--- src/hdl/usbet_pkg.sv ---
// Shared types and constants for the USB endpoint transfer engine.
`timescale 1ns / 1ps
package usbet_pkg;

    localparam int NUM_ENDPOINTS_DEF = 16;
    localparam int LENGTH_BITS_DEF   = 16;
    localparam int MAXP_W            = 10;
    localparam int EP_W              = 4;
    localparam int CMD_W             = 3;
    localparam int S_TDATA_W         = 48;
    localparam int M_TDATA_W         = 56;

    typedef enum logic [CMD_W-1:0] {
        CMD_INIT      = 3'd0,
        CMD_START_IN  = 3'd1,
        CMD_START_OUT = 3'd2,
        CMD_BUF_DONE  = 3'd3,
        CMD_SETUP     = 3'd4,
        CMD_CLEAR     = 3'd5
    } cmd_t;

    typedef enum logic {
        KIND_ARMED    = 1'b0,
        KIND_COMPLETE = 1'b1
    } kind_t;

    typedef enum logic [2:0] {
        S_IDLE,
        S_LOAD,
        S_EXEC,
        S_DIV,
        S_ARM_IN,
        S_ARM_OUT,
        S_EMIT,
        S_WB
    } state_t;

endpackage

--- src/hdl/usbet_ram.sv ---
// Generic single-write, single-read RAM with registered read data.
`timescale 1ns / 1ps
module usbet_ram #(
    parameter int WIDTH = 8,
    parameter int DEPTH = 16
) (
    input  logic                                   clk,
    input  logic                                   we,
    input  logic [(DEPTH > 1 ? $clog2(DEPTH) : 1)-1:0] waddr,
    input  logic [WIDTH-1:0]                       wdata,
    input  logic                                   re,
    input  logic [(DEPTH > 1 ? $clog2(DEPTH) : 1)-1:0] raddr,
    output logic [WIDTH-1:0]                       rdata
);

    logic [WIDTH-1:0] mem [DEPTH];
    logic [WIDTH-1:0] rdata_reg;

    // Write port and registered read port
    always_ff @(posedge clk)
    begin
        if (we)
        begin
            mem[waddr] <= wdata;
        end
        if (re)
        begin
            rdata_reg <= mem[raddr];
        end
    end

    assign rdata = rdata_reg;

endmodule

--- src/hdl/usbet_div.sv ---
// Restoring divider, one quotient bit per cycle, for the OUT packet count.
`timescale 1ns / 1ps
module usbet_div #(
    parameter int DW = 17,
    parameter int VW = 10
) (
    input  logic          clk,
    input  logic          rst_n,
    input  logic          start,
    input  logic [DW-1:0] dividend,
    input  logic [VW-1:0] divisor,
    output logic          done,
    output logic [DW-1:0] quotient
);

    localparam int CNT_W = $clog2(DW);

    logic [VW-1:0]    rem_reg;
    logic [DW-1:0]    num_reg;
    logic [CNT_W-1:0] cnt_reg;
    logic             run_reg;
    logic             done_reg;

    logic [VW:0] trial;
    logic [VW:0] diff;
    logic        ge;

    // One restoring step
    always_comb
    begin
        trial = {rem_reg, num_reg[DW-1]};
        diff  = trial - {1'b0, divisor};
        ge    = (trial >= {1'b0, divisor});
    end

    // Control: run for DW steps, then pulse done
    always_ff @(posedge clk or negedge rst_n)
    begin
        if (!rst_n)
        begin
            run_reg  <= 1'b0;
            done_reg <= 1'b0;
            cnt_reg  <= '0;
        end
        else
        begin
            done_reg <= 1'b0;
            if (start)
            begin
                run_reg <= 1'b1;
                cnt_reg <= '0;
            end
            else if (run_reg)
            begin
                if (cnt_reg == CNT_W'(DW - 1))
                begin
                    run_reg  <= 1'b0;
                    done_reg <= 1'b1;
                end
                cnt_reg <= cnt_reg + 1'b1;
            end
        end
    end

    // Datapath: partial remainder and dividend/quotient shift register
    always_ff @(posedge clk)
    begin
        if (start)
        begin
            rem_reg <= '0;
            num_reg <= dividend;
        end
        else if (run_reg)
        begin
            rem_reg <= ge ? diff[VW-1:0] : trial[VW-1:0];
            num_reg <= {num_reg[DW-2:0], ge};
        end
    end

    assign done     = done_reg;
    assign quotient = num_reg;

endmodule

--- src/hdl/usb_endpoint_transfer_engine_top.sv ---
// Top level of the USB endpoint transfer engine: command decode, state table, result output.
//
// Usage:
//   Commands enter on the s_ stream (s_tuser = command, s_tdata = endpoint,
//   direction and lengths). Results leave on the m_ stream (m_tuser = result
//   kind, m_tlast = last result of the command). One command is worked at a time;
//   s_tready is high only while the engine is idle.
//   Init, setup and clear toggle finish in the accept cycle and give no result.
//   Start in, start out and buffer done read the endpoint record and the max
//   packet entry from two RAMs, execute, give one or two results, then write
//   the record back. A start out with a nonzero length and max packet size
//   adds the packet-count divider, which holds the engine while it works
//   (one quotient bit per cycle, then done).
//   A stalled receiver holds the result in the output register; the engine
//   waits there and takes no new command until the beat is taken.
//   Reset clears all toggles and marks every endpoint record as zero; max
//   packet sizes are undefined until an init command writes them.
`timescale 1ns / 1ps
module usb_endpoint_transfer_engine_top #(
    parameter int NUM_ENDPOINTS = usbet_pkg::NUM_ENDPOINTS_DEF,
    parameter int LENGTH_BITS   = usbet_pkg::LENGTH_BITS_DEF
) (
    input  logic                             clk,
    input  logic                             rst_n,
    input  logic                             s_tvalid,
    output logic                             s_tready,
    // [3:0] endpoint, [4] is_in, [14:5] max_packet, [30:15] transfer_length,
    // [40:31] received_length, [47:41] zero
    input  logic [usbet_pkg::S_TDATA_W-1:0]  s_tdata,
    // [2:0] command
    input  logic [usbet_pkg::CMD_W-1:0]      s_tuser,
    output logic                             m_tvalid,
    input  logic                             m_tready,
    // [3:0] endpoint_out, [4] direction_in, [5] buffer_select, [15:6] buffer_length,
    // [16] data_pid, [17] final_buffer, [18] buffer_full, [34:19] user_offset,
    // [35] double_buffered, [51:36] transferred_count, [55:52] zero
    output logic [usbet_pkg::M_TDATA_W-1:0]  m_tdata,
    // [0] result_kind
    output logic                             m_tuser,
    // last_of_run
    output logic                             m_tlast
);

    import usbet_pkg::*;

    localparam int LB    = LENGTH_BITS;
    localparam int EPW   = (NUM_ENDPOINTS > 1) ? $clog2(NUM_ENDPOINTS) : 1;
    localparam int TIW   = EPW + 1;
    localparam int NT    = 2 * NUM_ENDPOINTS;
    localparam int REC_W = 5 * LB;
    localparam int CW    = (LB > MAXP_W) ? LB : MAXP_W;
    localparam int DW    = CW + 1;

    // Input fields
    logic [EP_W-1:0]   in_ep;
    logic              in_dir;
    logic [MAXP_W-1:0] in_maxp;
    logic [15:0]       in_tlen;
    logic [MAXP_W-1:0] in_rlen;
    cmd_t              in_cmd;
    logic              in_fire;
    logic              in_ep_ok;

    assign in_ep    = s_tdata[3:0];
    assign in_dir   = s_tdata[4];
    assign in_maxp  = s_tdata[14:5];
    assign in_tlen  = s_tdata[30:15];
    assign in_rlen  = s_tdata[40:31];
    assign in_cmd   = cmd_t'(s_tuser);
    assign in_ep_ok = ({1'b0, in_ep} < 5'(NUM_ENDPOINTS));

    state_t state_reg, state_next;

    // Command registers
    cmd_t              cmd_reg, cmd_next;
    logic [EPW-1:0]    ep_reg, ep_next;
    logic              dir_reg, dir_next;
    logic [LB-1:0]     tlen_reg, tlen_next;
    logic [MAXP_W-1:0] rlen_reg, rlen_next;

    // Working copy of the endpoint record
    logic [LB-1:0]     total_reg, total_next;
    logic [LB-1:0]     queued_reg, queued_next;
    logic [LB-1:0]     rrem_reg, rrem_next;
    logic [LB-1:0]     rrecv_reg, rrecv_next;
    logic [LB-1:0]     pleft_reg, pleft_next;
    logic [MAXP_W-1:0] lim_reg, lim_next;

    logic              second_reg, second_next;
    logic              pending_reg, pending_next;
    logic [NT-1:0]     toggle_reg, toggle_next;
    logic [NUM_ENDPOINTS-1:0] rec_valid_reg, rec_valid_next;

    // Output register fields
    logic [EP_W-1:0]   o_ep_reg, o_ep_next;
    logic              o_dir_reg, o_dir_next;
    logic              o_kind_reg, o_kind_next;
    logic              o_sel_reg, o_sel_next;
    logic [MAXP_W-1:0] o_blen_reg, o_blen_next;
    logic              o_pid_reg, o_pid_next;
    logic              o_fin_reg, o_fin_next;
    logic              o_full_reg, o_full_next;
    logic [15:0]       o_uoff_reg, o_uoff_next;
    logic              o_dbl_reg, o_dbl_next;
    logic [15:0]       o_tcnt_reg, o_tcnt_next;
    logic              o_last_reg, o_last_next;

    // RAM ports
    logic              rec_we, rec_re;
    logic [EPW-1:0]    rec_raddr;
    logic [REC_W-1:0]  rec_wdata, rec_rdata;
    logic              lim_we, lim_re;
    logic [TIW-1:0]    lim_waddr, lim_raddr;
    logic [MAXP_W-1:0] lim_rdata;

    // Divider
    logic              div_start, div_done;
    logic [DW-1:0]     div_dividend, div_quot;

    // Arithmetic helpers
    logic [CW-1:0]     in_rem_w, in_len_w, out_len_w, rrem_w, lim_w, rlen_w, rdiff_w;
    logic [LB-1:0]     in_newq;
    logic              in_final;
    logic [DW-1:0]     rsum;
    logic [LB-1:0]     rrecv_sat, rrem_sub, pleft_dec;
    logic              out_done;

    usbet_ram #(
        .WIDTH (REC_W),
        .DEPTH (NUM_ENDPOINTS)
    ) u_rec_ram (
        .clk   (clk),
        .we    (rec_we),
        .waddr (ep_reg),
        .wdata (rec_wdata),
        .re    (rec_re),
        .raddr (rec_raddr),
        .rdata (rec_rdata)
    );

    usbet_ram #(
        .WIDTH (MAXP_W),
        .DEPTH (NT)
    ) u_lim_ram (
        .clk   (clk),
        .we    (lim_we),
        .waddr (lim_waddr),
        .wdata (in_maxp),
        .re    (lim_re),
        .raddr (lim_raddr),
        .rdata (lim_rdata)
    );

    usbet_div #(
        .DW (DW),
        .VW (MAXP_W)
    ) u_div (
        .clk      (clk),
        .rst_n    (rst_n),
        .start    (div_start),
        .dividend (div_dividend),
        .divisor  (lim_reg),
        .done     (div_done),
        .quotient (div_quot)
    );

    assign in_fire   = s_tvalid && s_tready;
    assign s_tready  = (state_reg == S_IDLE);
    assign m_tvalid  = (state_reg == S_EMIT);
    assign rec_wdata = {pleft_reg, rrecv_reg, rrem_reg, queued_reg, total_reg};
    assign rec_raddr = in_ep[EPW-1:0];
    assign lim_waddr = {in_ep[EPW-1:0], in_dir};
    assign div_dividend = DW'(tlen_reg) + DW'(lim_reg) - DW'(1);

    // Buffer length and counter arithmetic
    always_comb
    begin
        lim_w     = CW'(lim_reg);
        rrem_w    = CW'(rrem_reg);
        rlen_w    = CW'(rlen_reg);
        in_rem_w  = CW'(total_reg - queued_reg);
        in_len_w  = (lim_w < in_rem_w) ? lim_w : in_rem_w;
        in_newq   = queued_reg + LB'(in_len_w);
        in_final  = (total_reg <= in_newq);
        out_len_w = (rrem_w < lim_w) ? rrem_w : lim_w;
        rsum      = DW'(rrecv_reg) + DW'(rlen_reg);
        rrecv_sat = (rsum[DW-1:LB] != '0) ? {LB{1'b1}} : rsum[LB-1:0];
        rdiff_w   = rrem_w - rlen_w;
        rrem_sub  = (rrem_w > rlen_w) ? rdiff_w[LB-1:0] : '0;
        pleft_dec = (pleft_reg == '0) ? '0 : pleft_reg - 1'b1;
        out_done  = (pleft_dec == '0) || (rlen_reg < lim_reg);
    end

    // Next state and datapath control
    always_comb
    begin
        state_next     = state_reg;
        cmd_next       = cmd_reg;
        ep_next        = ep_reg;
        dir_next       = dir_reg;
        tlen_next      = tlen_reg;
        rlen_next      = rlen_reg;
        total_next     = total_reg;
        queued_next    = queued_reg;
        rrem_next      = rrem_reg;
        rrecv_next     = rrecv_reg;
        pleft_next     = pleft_reg;
        lim_next       = lim_reg;
        second_next    = second_reg;
        pending_next   = pending_reg;
        toggle_next    = toggle_reg;
        rec_valid_next = rec_valid_reg;
        o_ep_next      = o_ep_reg;
        o_dir_next     = o_dir_reg;
        o_kind_next    = o_kind_reg;
        o_sel_next     = o_sel_reg;
        o_blen_next    = o_blen_reg;
        o_pid_next     = o_pid_reg;
        o_fin_next     = o_fin_reg;
        o_full_next    = o_full_reg;
        o_uoff_next    = o_uoff_reg;
        o_dbl_next     = o_dbl_reg;
        o_tcnt_next    = o_tcnt_reg;
        o_last_next    = o_last_reg;
        rec_we         = 1'b0;
        rec_re         = 1'b0;
        lim_we         = 1'b0;
        lim_re         = 1'b0;
        lim_raddr      = {in_ep[EPW-1:0], in_dir};
        div_start      = 1'b0;

        case (state_reg)
            S_IDLE:
            begin
                if (in_fire)
                begin
                    cmd_next  = in_cmd;
                    ep_next   = in_ep[EPW-1:0];
                    dir_next  = in_dir;
                    tlen_next = LB'(in_tlen);
                    rlen_next = in_rlen;
                    case (in_cmd)
                        CMD_SETUP:
                        begin
                            toggle_next[0] = 1'b1;
                            toggle_next[1] = 1'b1;
                        end
                        CMD_INIT:
                        begin
                            if (in_ep_ok)
                            begin
                                lim_we = 1'b1;
                                toggle_next[{in_ep[EPW-1:0], in_dir}] = 1'b0;
                            end
                        end
                        CMD_CLEAR:
                        begin
                            if (in_ep_ok)
                            begin
                                toggle_next[{in_ep[EPW-1:0], in_dir}] = 1'b0;
                            end
                        end
                        CMD_START_IN, CMD_START_OUT, CMD_BUF_DONE:
                        begin
                            if (in_ep_ok)
                            begin
                                rec_re = 1'b1;
                                lim_re = 1'b1;
                                if (in_cmd == CMD_START_IN)
                                begin
                                    lim_raddr = {in_ep[EPW-1:0], 1'b1};
                                end
                                else if (in_cmd == CMD_START_OUT)
                                begin
                                    lim_raddr = {in_ep[EPW-1:0], 1'b0};
                                end
                                state_next = S_LOAD;
                            end
                        end
                        default:
                        begin
                        end
                    endcase
                end
            end

            S_LOAD:
            begin
                // Unwritten records read as zero
                if (rec_valid_reg[ep_reg])
                begin
                    total_next  = rec_rdata[LB-1:0];
                    queued_next = rec_rdata[2*LB-1:LB];
                    rrem_next   = rec_rdata[3*LB-1:2*LB];
                    rrecv_next  = rec_rdata[4*LB-1:3*LB];
                    pleft_next  = rec_rdata[5*LB-1:4*LB];
                end
                else
                begin
                    total_next  = '0;
                    queued_next = '0;
                    rrem_next   = '0;
                    rrecv_next  = '0;
                    pleft_next  = '0;
                end
                lim_next     = lim_rdata;
                second_next  = 1'b0;
                pending_next = 1'b0;
                state_next   = S_EXEC;
            end

            S_EXEC:
            begin
                o_ep_next   = EP_W'(ep_reg);
                o_kind_next = KIND_COMPLETE;
                o_sel_next  = 1'b0;
                o_blen_next = '0;
                o_pid_next  = 1'b0;
                o_fin_next  = 1'b0;
                o_full_next = 1'b0;
                o_uoff_next = '0;
                o_dbl_next  = 1'b0;
                o_last_next = 1'b1;
                case (cmd_reg)
                    CMD_START_IN:
                    begin
                        total_next  = tlen_reg;
                        queued_next = '0;
                        state_next  = S_ARM_IN;
                    end
                    CMD_START_OUT:
                    begin
                        rrem_next  = tlen_reg;
                        rrecv_next = '0;
                        if (tlen_reg == '0)
                        begin
                            pleft_next = LB'(1);
                            state_next = S_ARM_OUT;
                        end
                        else if (lim_reg == '0)
                        begin
                            pleft_next = {LB{1'b1}};
                            state_next = S_ARM_OUT;
                        end
                        else
                        begin
                            div_start  = 1'b1;
                            state_next = S_DIV;
                        end
                    end
                    CMD_BUF_DONE:
                    begin
                        if (dir_reg)
                        begin
                            if (total_reg > queued_reg)
                            begin
                                state_next = S_ARM_IN;
                            end
                            else
                            begin
                                o_dir_next  = 1'b1;
                                o_tcnt_next = 16'(queued_reg);
                                state_next  = S_EMIT;
                            end
                        end
                        else
                        begin
                            rrecv_next = rrecv_sat;
                            rrem_next  = rrem_sub;
                            pleft_next = pleft_dec;
                            if (out_done)
                            begin
                                o_dir_next  = 1'b0;
                                o_tcnt_next = 16'(rrecv_sat);
                                state_next  = S_EMIT;
                            end
                            else
                            begin
                                state_next = S_ARM_OUT;
                            end
                        end
                    end
                    default:
                    begin
                        state_next = S_IDLE;
                    end
                endcase
            end

            S_DIV:
            begin
                if (div_done)
                begin
                    pleft_next = div_quot[LB-1:0];
                    state_next = S_ARM_OUT;
                end
            end

            S_ARM_IN:
            begin
                o_ep_next   = EP_W'(ep_reg);
                o_dir_next  = 1'b1;
                o_kind_next = KIND_ARMED;
                o_sel_next  = second_reg;
                o_blen_next = in_len_w[MAXP_W-1:0];
                o_pid_next  = toggle_reg[{ep_reg, 1'b1}];
                o_fin_next  = in_final;
                o_full_next = 1'b1;
                o_uoff_next = 16'(queued_reg);
                o_dbl_next  = second_reg || !in_final;
                o_tcnt_next = '0;
                o_last_next = second_reg || in_final;
                queued_next = in_newq;
                toggle_next[{ep_reg, 1'b1}] = !toggle_reg[{ep_reg, 1'b1}];
                pending_next = !second_reg && !in_final;
                state_next   = S_EMIT;
            end

            S_ARM_OUT:
            begin
                o_ep_next   = EP_W'(ep_reg);
                o_dir_next  = 1'b0;
                o_kind_next = KIND_ARMED;
                o_sel_next  = 1'b0;
                o_blen_next = out_len_w[MAXP_W-1:0];
                o_pid_next  = toggle_reg[{ep_reg, 1'b0}];
                o_fin_next  = (out_len_w >= rrem_w);
                o_full_next = 1'b0;
                o_uoff_next = 16'(rrecv_reg);
                o_dbl_next  = 1'b0;
                o_tcnt_next = '0;
                o_last_next = 1'b1;
                toggle_next[{ep_reg, 1'b0}] = !toggle_reg[{ep_reg, 1'b0}];
                pending_next = 1'b0;
                state_next   = S_EMIT;
            end

            S_EMIT:
            begin
                // Hold the beat until the receiver takes it
                if (m_tready)
                begin
                    if (pending_reg)
                    begin
                        second_next  = 1'b1;
                        pending_next = 1'b0;
                        state_next   = S_ARM_IN;
                    end
                    else
                    begin
                        state_next = S_WB;
                    end
                end
            end

            S_WB:
            begin
                rec_we = 1'b1;
                rec_valid_next[ep_reg] = 1'b1;
                state_next = S_IDLE;
            end

            default:
            begin
                state_next = S_IDLE;
            end
        endcase
    end

    // Control registers
    always_ff @(posedge clk or negedge rst_n)
    begin
        if (!rst_n)
        begin
            state_reg     <= S_IDLE;
            second_reg    <= 1'b0;
            pending_reg   <= 1'b0;
            toggle_reg    <= '0;
            rec_valid_reg <= '0;
        end
        else
        begin
            state_reg     <= state_next;
            second_reg    <= second_next;
            pending_reg   <= pending_next;
            toggle_reg    <= toggle_next;
            rec_valid_reg <= rec_valid_next;
        end
    end

    // Payload registers
    always_ff @(posedge clk)
    begin
        cmd_reg    <= cmd_next;
        ep_reg     <= ep_next;
        dir_reg    <= dir_next;
        tlen_reg   <= tlen_next;
        rlen_reg   <= rlen_next;
        total_reg  <= total_next;
        queued_reg <= queued_next;
        rrem_reg   <= rrem_next;
        rrecv_reg  <= rrecv_next;
        pleft_reg  <= pleft_next;
        lim_reg    <= lim_next;
        o_ep_reg   <= o_ep_next;
        o_dir_reg  <= o_dir_next;
        o_kind_reg <= o_kind_next;
        o_sel_reg  <= o_sel_next;
        o_blen_reg <= o_blen_next;
        o_pid_reg  <= o_pid_next;
        o_fin_reg  <= o_fin_next;
        o_full_reg <= o_full_next;
        o_uoff_reg <= o_uoff_next;
        o_dbl_reg  <= o_dbl_next;
        o_tcnt_reg <= o_tcnt_next;
        o_last_reg <= o_last_next;
    end

    // Pack the result beat
    assign m_tdata = {4'b0, o_tcnt_reg, o_dbl_reg, o_uoff_reg, o_full_reg, o_fin_reg,
                      o_pid_reg, o_blen_reg, o_sel_reg, o_dir_reg, o_ep_reg};
    assign m_tuser = o_kind_reg;
    assign m_tlast = o_last_reg;

endmodule

--- config.mk ---
export PLATFORM = sky130hd
export DESIGN_NAME = usb_endpoint_transfer_engine_top
export DESIGN_NICKNAME = d
export VERILOG_FILES = /design/src/hdl/usbet_pkg.sv /design/src/hdl/usbet_ram.sv /design/src/hdl/usbet_div.sv /design/src/hdl/usb_endpoint_transfer_engine_top.sv
export SDC_FILE = /design/constraint.sdc
export NUM_CORES = 2
export LEC_CHECK = 0
export ABC_AREA = 1
export BUFFER_PORTS_ARGS = -buffer_cell sky130_fd_sc_hd__clkbuf_2
export CORE_AREA = 2 2 449 451
export CTS_BUF_LIST = sky130_fd_sc_hd__clkbuf_8
export DETAILED_ROUTE_END_ITERATION = 6
export DIE_AREA = 0 0 451 453
export MAX_ROUTING_LAYER = met4
export SLEW_MARGIN = 15
export SYNTH_ARGS = -nofsm -noshare
export SYNTH_HDL_FRONTEND = slang
export SYNTH_HIERARCHICAL = 1
export SYNTH_SLANG_ARGS = --single-unit
--- constraint.sdc ---
create_clock -name clk -period 16.7 [get_ports clk]
set_input_delay 4.175 -clock clk [delete_from_list [all_inputs] [get_ports clk]]
set_output_delay 4.175 -clock clk [all_outputs]
set_load 0.005 [all_outputs]
==> flow_metrics.py <==
metrics = {
    "route": {
        "ant_nets": 0,
        "vias_per_cell": 5.34,
        "drc": 0,
        "drt_iter0_markers": 6526,
        "wl_per_cell_um": 22.2,
        "via_count": 63000,
        "first_pass_iters": 6,
        "wirelength_um": 262000,
    },
    "synth": {
        "synth_edf_count": 1885,
        "synth.yosys.warnings": 6,
        "synth.most_common_cell": "nand2_1",
        "netlist_instances": 8737,
        "ys_async_sr_fraction": 0.0307,
        "ys_types": 65,
        "yosysTopAreaCellShare": 0.635,
        "yosysTopAreaCell": "edfxtp_1",
        "yosys-top-cells-count": "2648 x nand2_1, 1885 x edfxtp_1, 1377 x nand3_1, 1301 x inv_1, 216 x buf_2",
        "synthFlopType": "edfxtp_1",
        "yosys-top-cells-area": "edfxtp_1 63%, nand2_1 11%, nand3_1 7.7%",
        "synth-seq-cells": 1955,
        "syn_avg_cell_area_um2": 10.2,
        "synth_seq_area_share": 0.654,
        "syn-cell-area_um2": 89200,
    },
    "power_and_ir_drop": {
        "pwr-share-seq": 0.483,
        "leakagePower_nw": 41.2,
        "p_switching_mw": 5.04,
        "clockPowerShare": 0.280,
        "ir_drop_mv": 0.118,
        "comb_power_share": 0.237,
        "power_mw": 14.5,
        "powerDensity_nw_per_um2": 147,
        "p_sw_frac": 0.349,
        "p_int_mw": 9.41,
    },
    "placement": {
        "numPortBuffers": 103,
        "place_congestion": 0.943,
        "dpl.hpwl_um": 145000,
        "dp.cells": 11200,
    },
    "sta": {
        "fmax_mhz": 124,
        "setup_viol": 0,
        "hold_viol": 0,
        "clock_skew_ns": 0.0789,
        "rsz0062_at_grt": "false",
        "slew_viol_final": 0,
        "fin_setup_tns_ns": 0,
        "fin_crit_ns": 8.05,
        "max_slew.worst_pin.slew_ns": 1.28,
        "relSlewSlack": 0.149,
        "fin_crit_sh": 0.482,
    },
    "final_layout": {
        "layout.nets": 9091,
        "syn_to_final_growth_pct": 10.1,
        "n_fill_cell": 17900,
        "utilization": 0.493,
        "drive_above_1_share": 0.0764,
        "final_cells": 11800,
        "largest_reg_flops": 1280,
    },
    "clocking": {
        "cts.path.max_buffers": 4,
        "ctsResizeCount": 0,
        "insertion_delay_ns": 1.07,
        "cts_tree": "done",
        "ctsHtreeMaxLevel": 5,
        "cts_setup_buffers": 0,
        "cts_inserted_buffers": 345,
        "postCtsHoldBufs": 0,
        "clock-sinks": 1955,
        "clk_pin_slew_ns": 0.06,
        "root_buffer": "clkbuf_8",
    },
    "die": {
        "std_cell_rows": 164,
        "fp.dieH_um": 453,
        "die_x_um": 451,
        "core_um2": 199000,
        "fp.dieArea_um2": 204000,
        "ios": 115,
        "start_util": 0.448,
    },
    "global_routing": {
        "grt_pass1_wl_um": 385000,
        "first_global_vias": 59700,
        "antenna_found_initial": 11,
        "overflow": 0,
        "grt_max_degree": 184,
        "gr-usage-all-layers": 0.260,
    },
    "critical_path": {
        "cp.required_ns": 17.57,
        "crit_top_cell": "nand2_1",
        "cpPeakStageDelay_ns": 0.64,
        "worstSetupPathType": "reg -> reg",
        "endpoint_kind": "flop",
        "crit_buf_inv": 2,
        "startpoint_type": "flop",
        "cp_top_family": "simple AND/OR/NAND/NOR gates",
        "cp_max_fo": 17,
        "crit_arrival_ns": 8.92,
        "crit_slowest_cell": "edfxtp_1",
    },
    "outcome": {
        "status": "complete, no violations",
    },
    "flow_run": {
        "cap_violations": 0,
    },
    "worst_hold_path": {
        "hold_class": "reg -> reg",
    },
}
[layout by cell type, fill, tap and decap left out, types with 77 or more instances in the layout]
| cell | instances |
|---|---|
| inv_1 | 1400 |
| nor2_1 | 171 |
| ha_1 | 145 |
| edfxtp_1 | 1885 |
| clkbuf_8 | 354 |
| buf_4 | 80 |
| clkbuf_2 | 99 |
| nand2_1 | 2648 |
| o21ai_0 | 195 |
| clkinv_1 | 77 |
| a21oi_1 | 153 |
| nand3_1 | 1377 |
[cell type report]
type | count | area, µm² | area share
inverter | 1317 | 4980 | 0.0507
tap | 2656 | 3320 | 0.0339
clock buffer | 354 | 4870 | 0.0496
sequential | 1955 | 58300 | 0.594
timing repair buffer | 198 | 1460 | 0.0149
antenna | 11 | 27.5 | 0.000280
multi-input combinational | 5068 | 24000 | 0.244
clock inverter | 226 | 1190 | 0.0121
[path summary, 6_finish.rpt]
path / cells after the start / from / to / slack (ns)
setup / recovery: 34 / total_reg[0] / o_fin_reg / 8.65
hold / removal: 0 / u_lim_ram/rdata[2] / lim_reg[2] / 0.42
setup reg to reg: 34 / total_reg[0] / o_fin_reg / 8.65
hold reg to reg: 0 / u_lim_ram/rdata[2] / lim_reg[2] / 0.42
max in group asynchronous: 2 / rst_n / rec_valid_reg[0] / 12.82
min in group asynchronous: 2 / rst_n / rec_valid_reg[15] / 3.31
[cells by family after synthesis]
family,after synthesis,synth area share
AND/OR/NAND/NOR,4340,0.206
flip-flops,1955,0.654
buffers and inverters,1722,0.0795
AO/OA/AOI/OAI,513,0.0331
adder cells (fa/ha/maj),151,0.0217
XOR/XNOR,55,0.00540
other,1,0.0000421
[power groups by stage]
| stage | logic (mW) | clock network, mW | registers [mW] |
|---|---|---|---|
| floorplan | 2.19 | 0 | 6.76 |
| global placement | 3.33 | 0 | 7.05 |
| detailed placement | 3.38 | 0 | 7.08 |
| CTS | 3.40 | 4.12 | 6.98 |
| global route | 3.76 | 4.32 | 7.05 |
| finish | 3.42 | 4.04 | 6.99 |
[layer usage]
metal	wire length (µm)	track usage	vias up	share of wire
met5	0	-	-	0
met4	12400	0.119	0	0.047
met3	18400	0.0354	569	0.070
met2	123000	0.409	2491	0.47
met1	108000	0.336	30600	0.41
li1	-	-	29300	-
[through the flow]
step | hold slack [ns] | setup slack, ns | area, µm²
floorplan | 0.400 | 3.43 | 89200
global route | 0.426 | 8.22 | 98100
CTS | 0.417 | 8.73 | 98100
global placement | 0.404 | 8.06 | 92000
detailed placement | 0.405 | 7.96 | 92100
finish | 0.417 | 8.65 | 98100
Power figures use the tool's default switching activity.
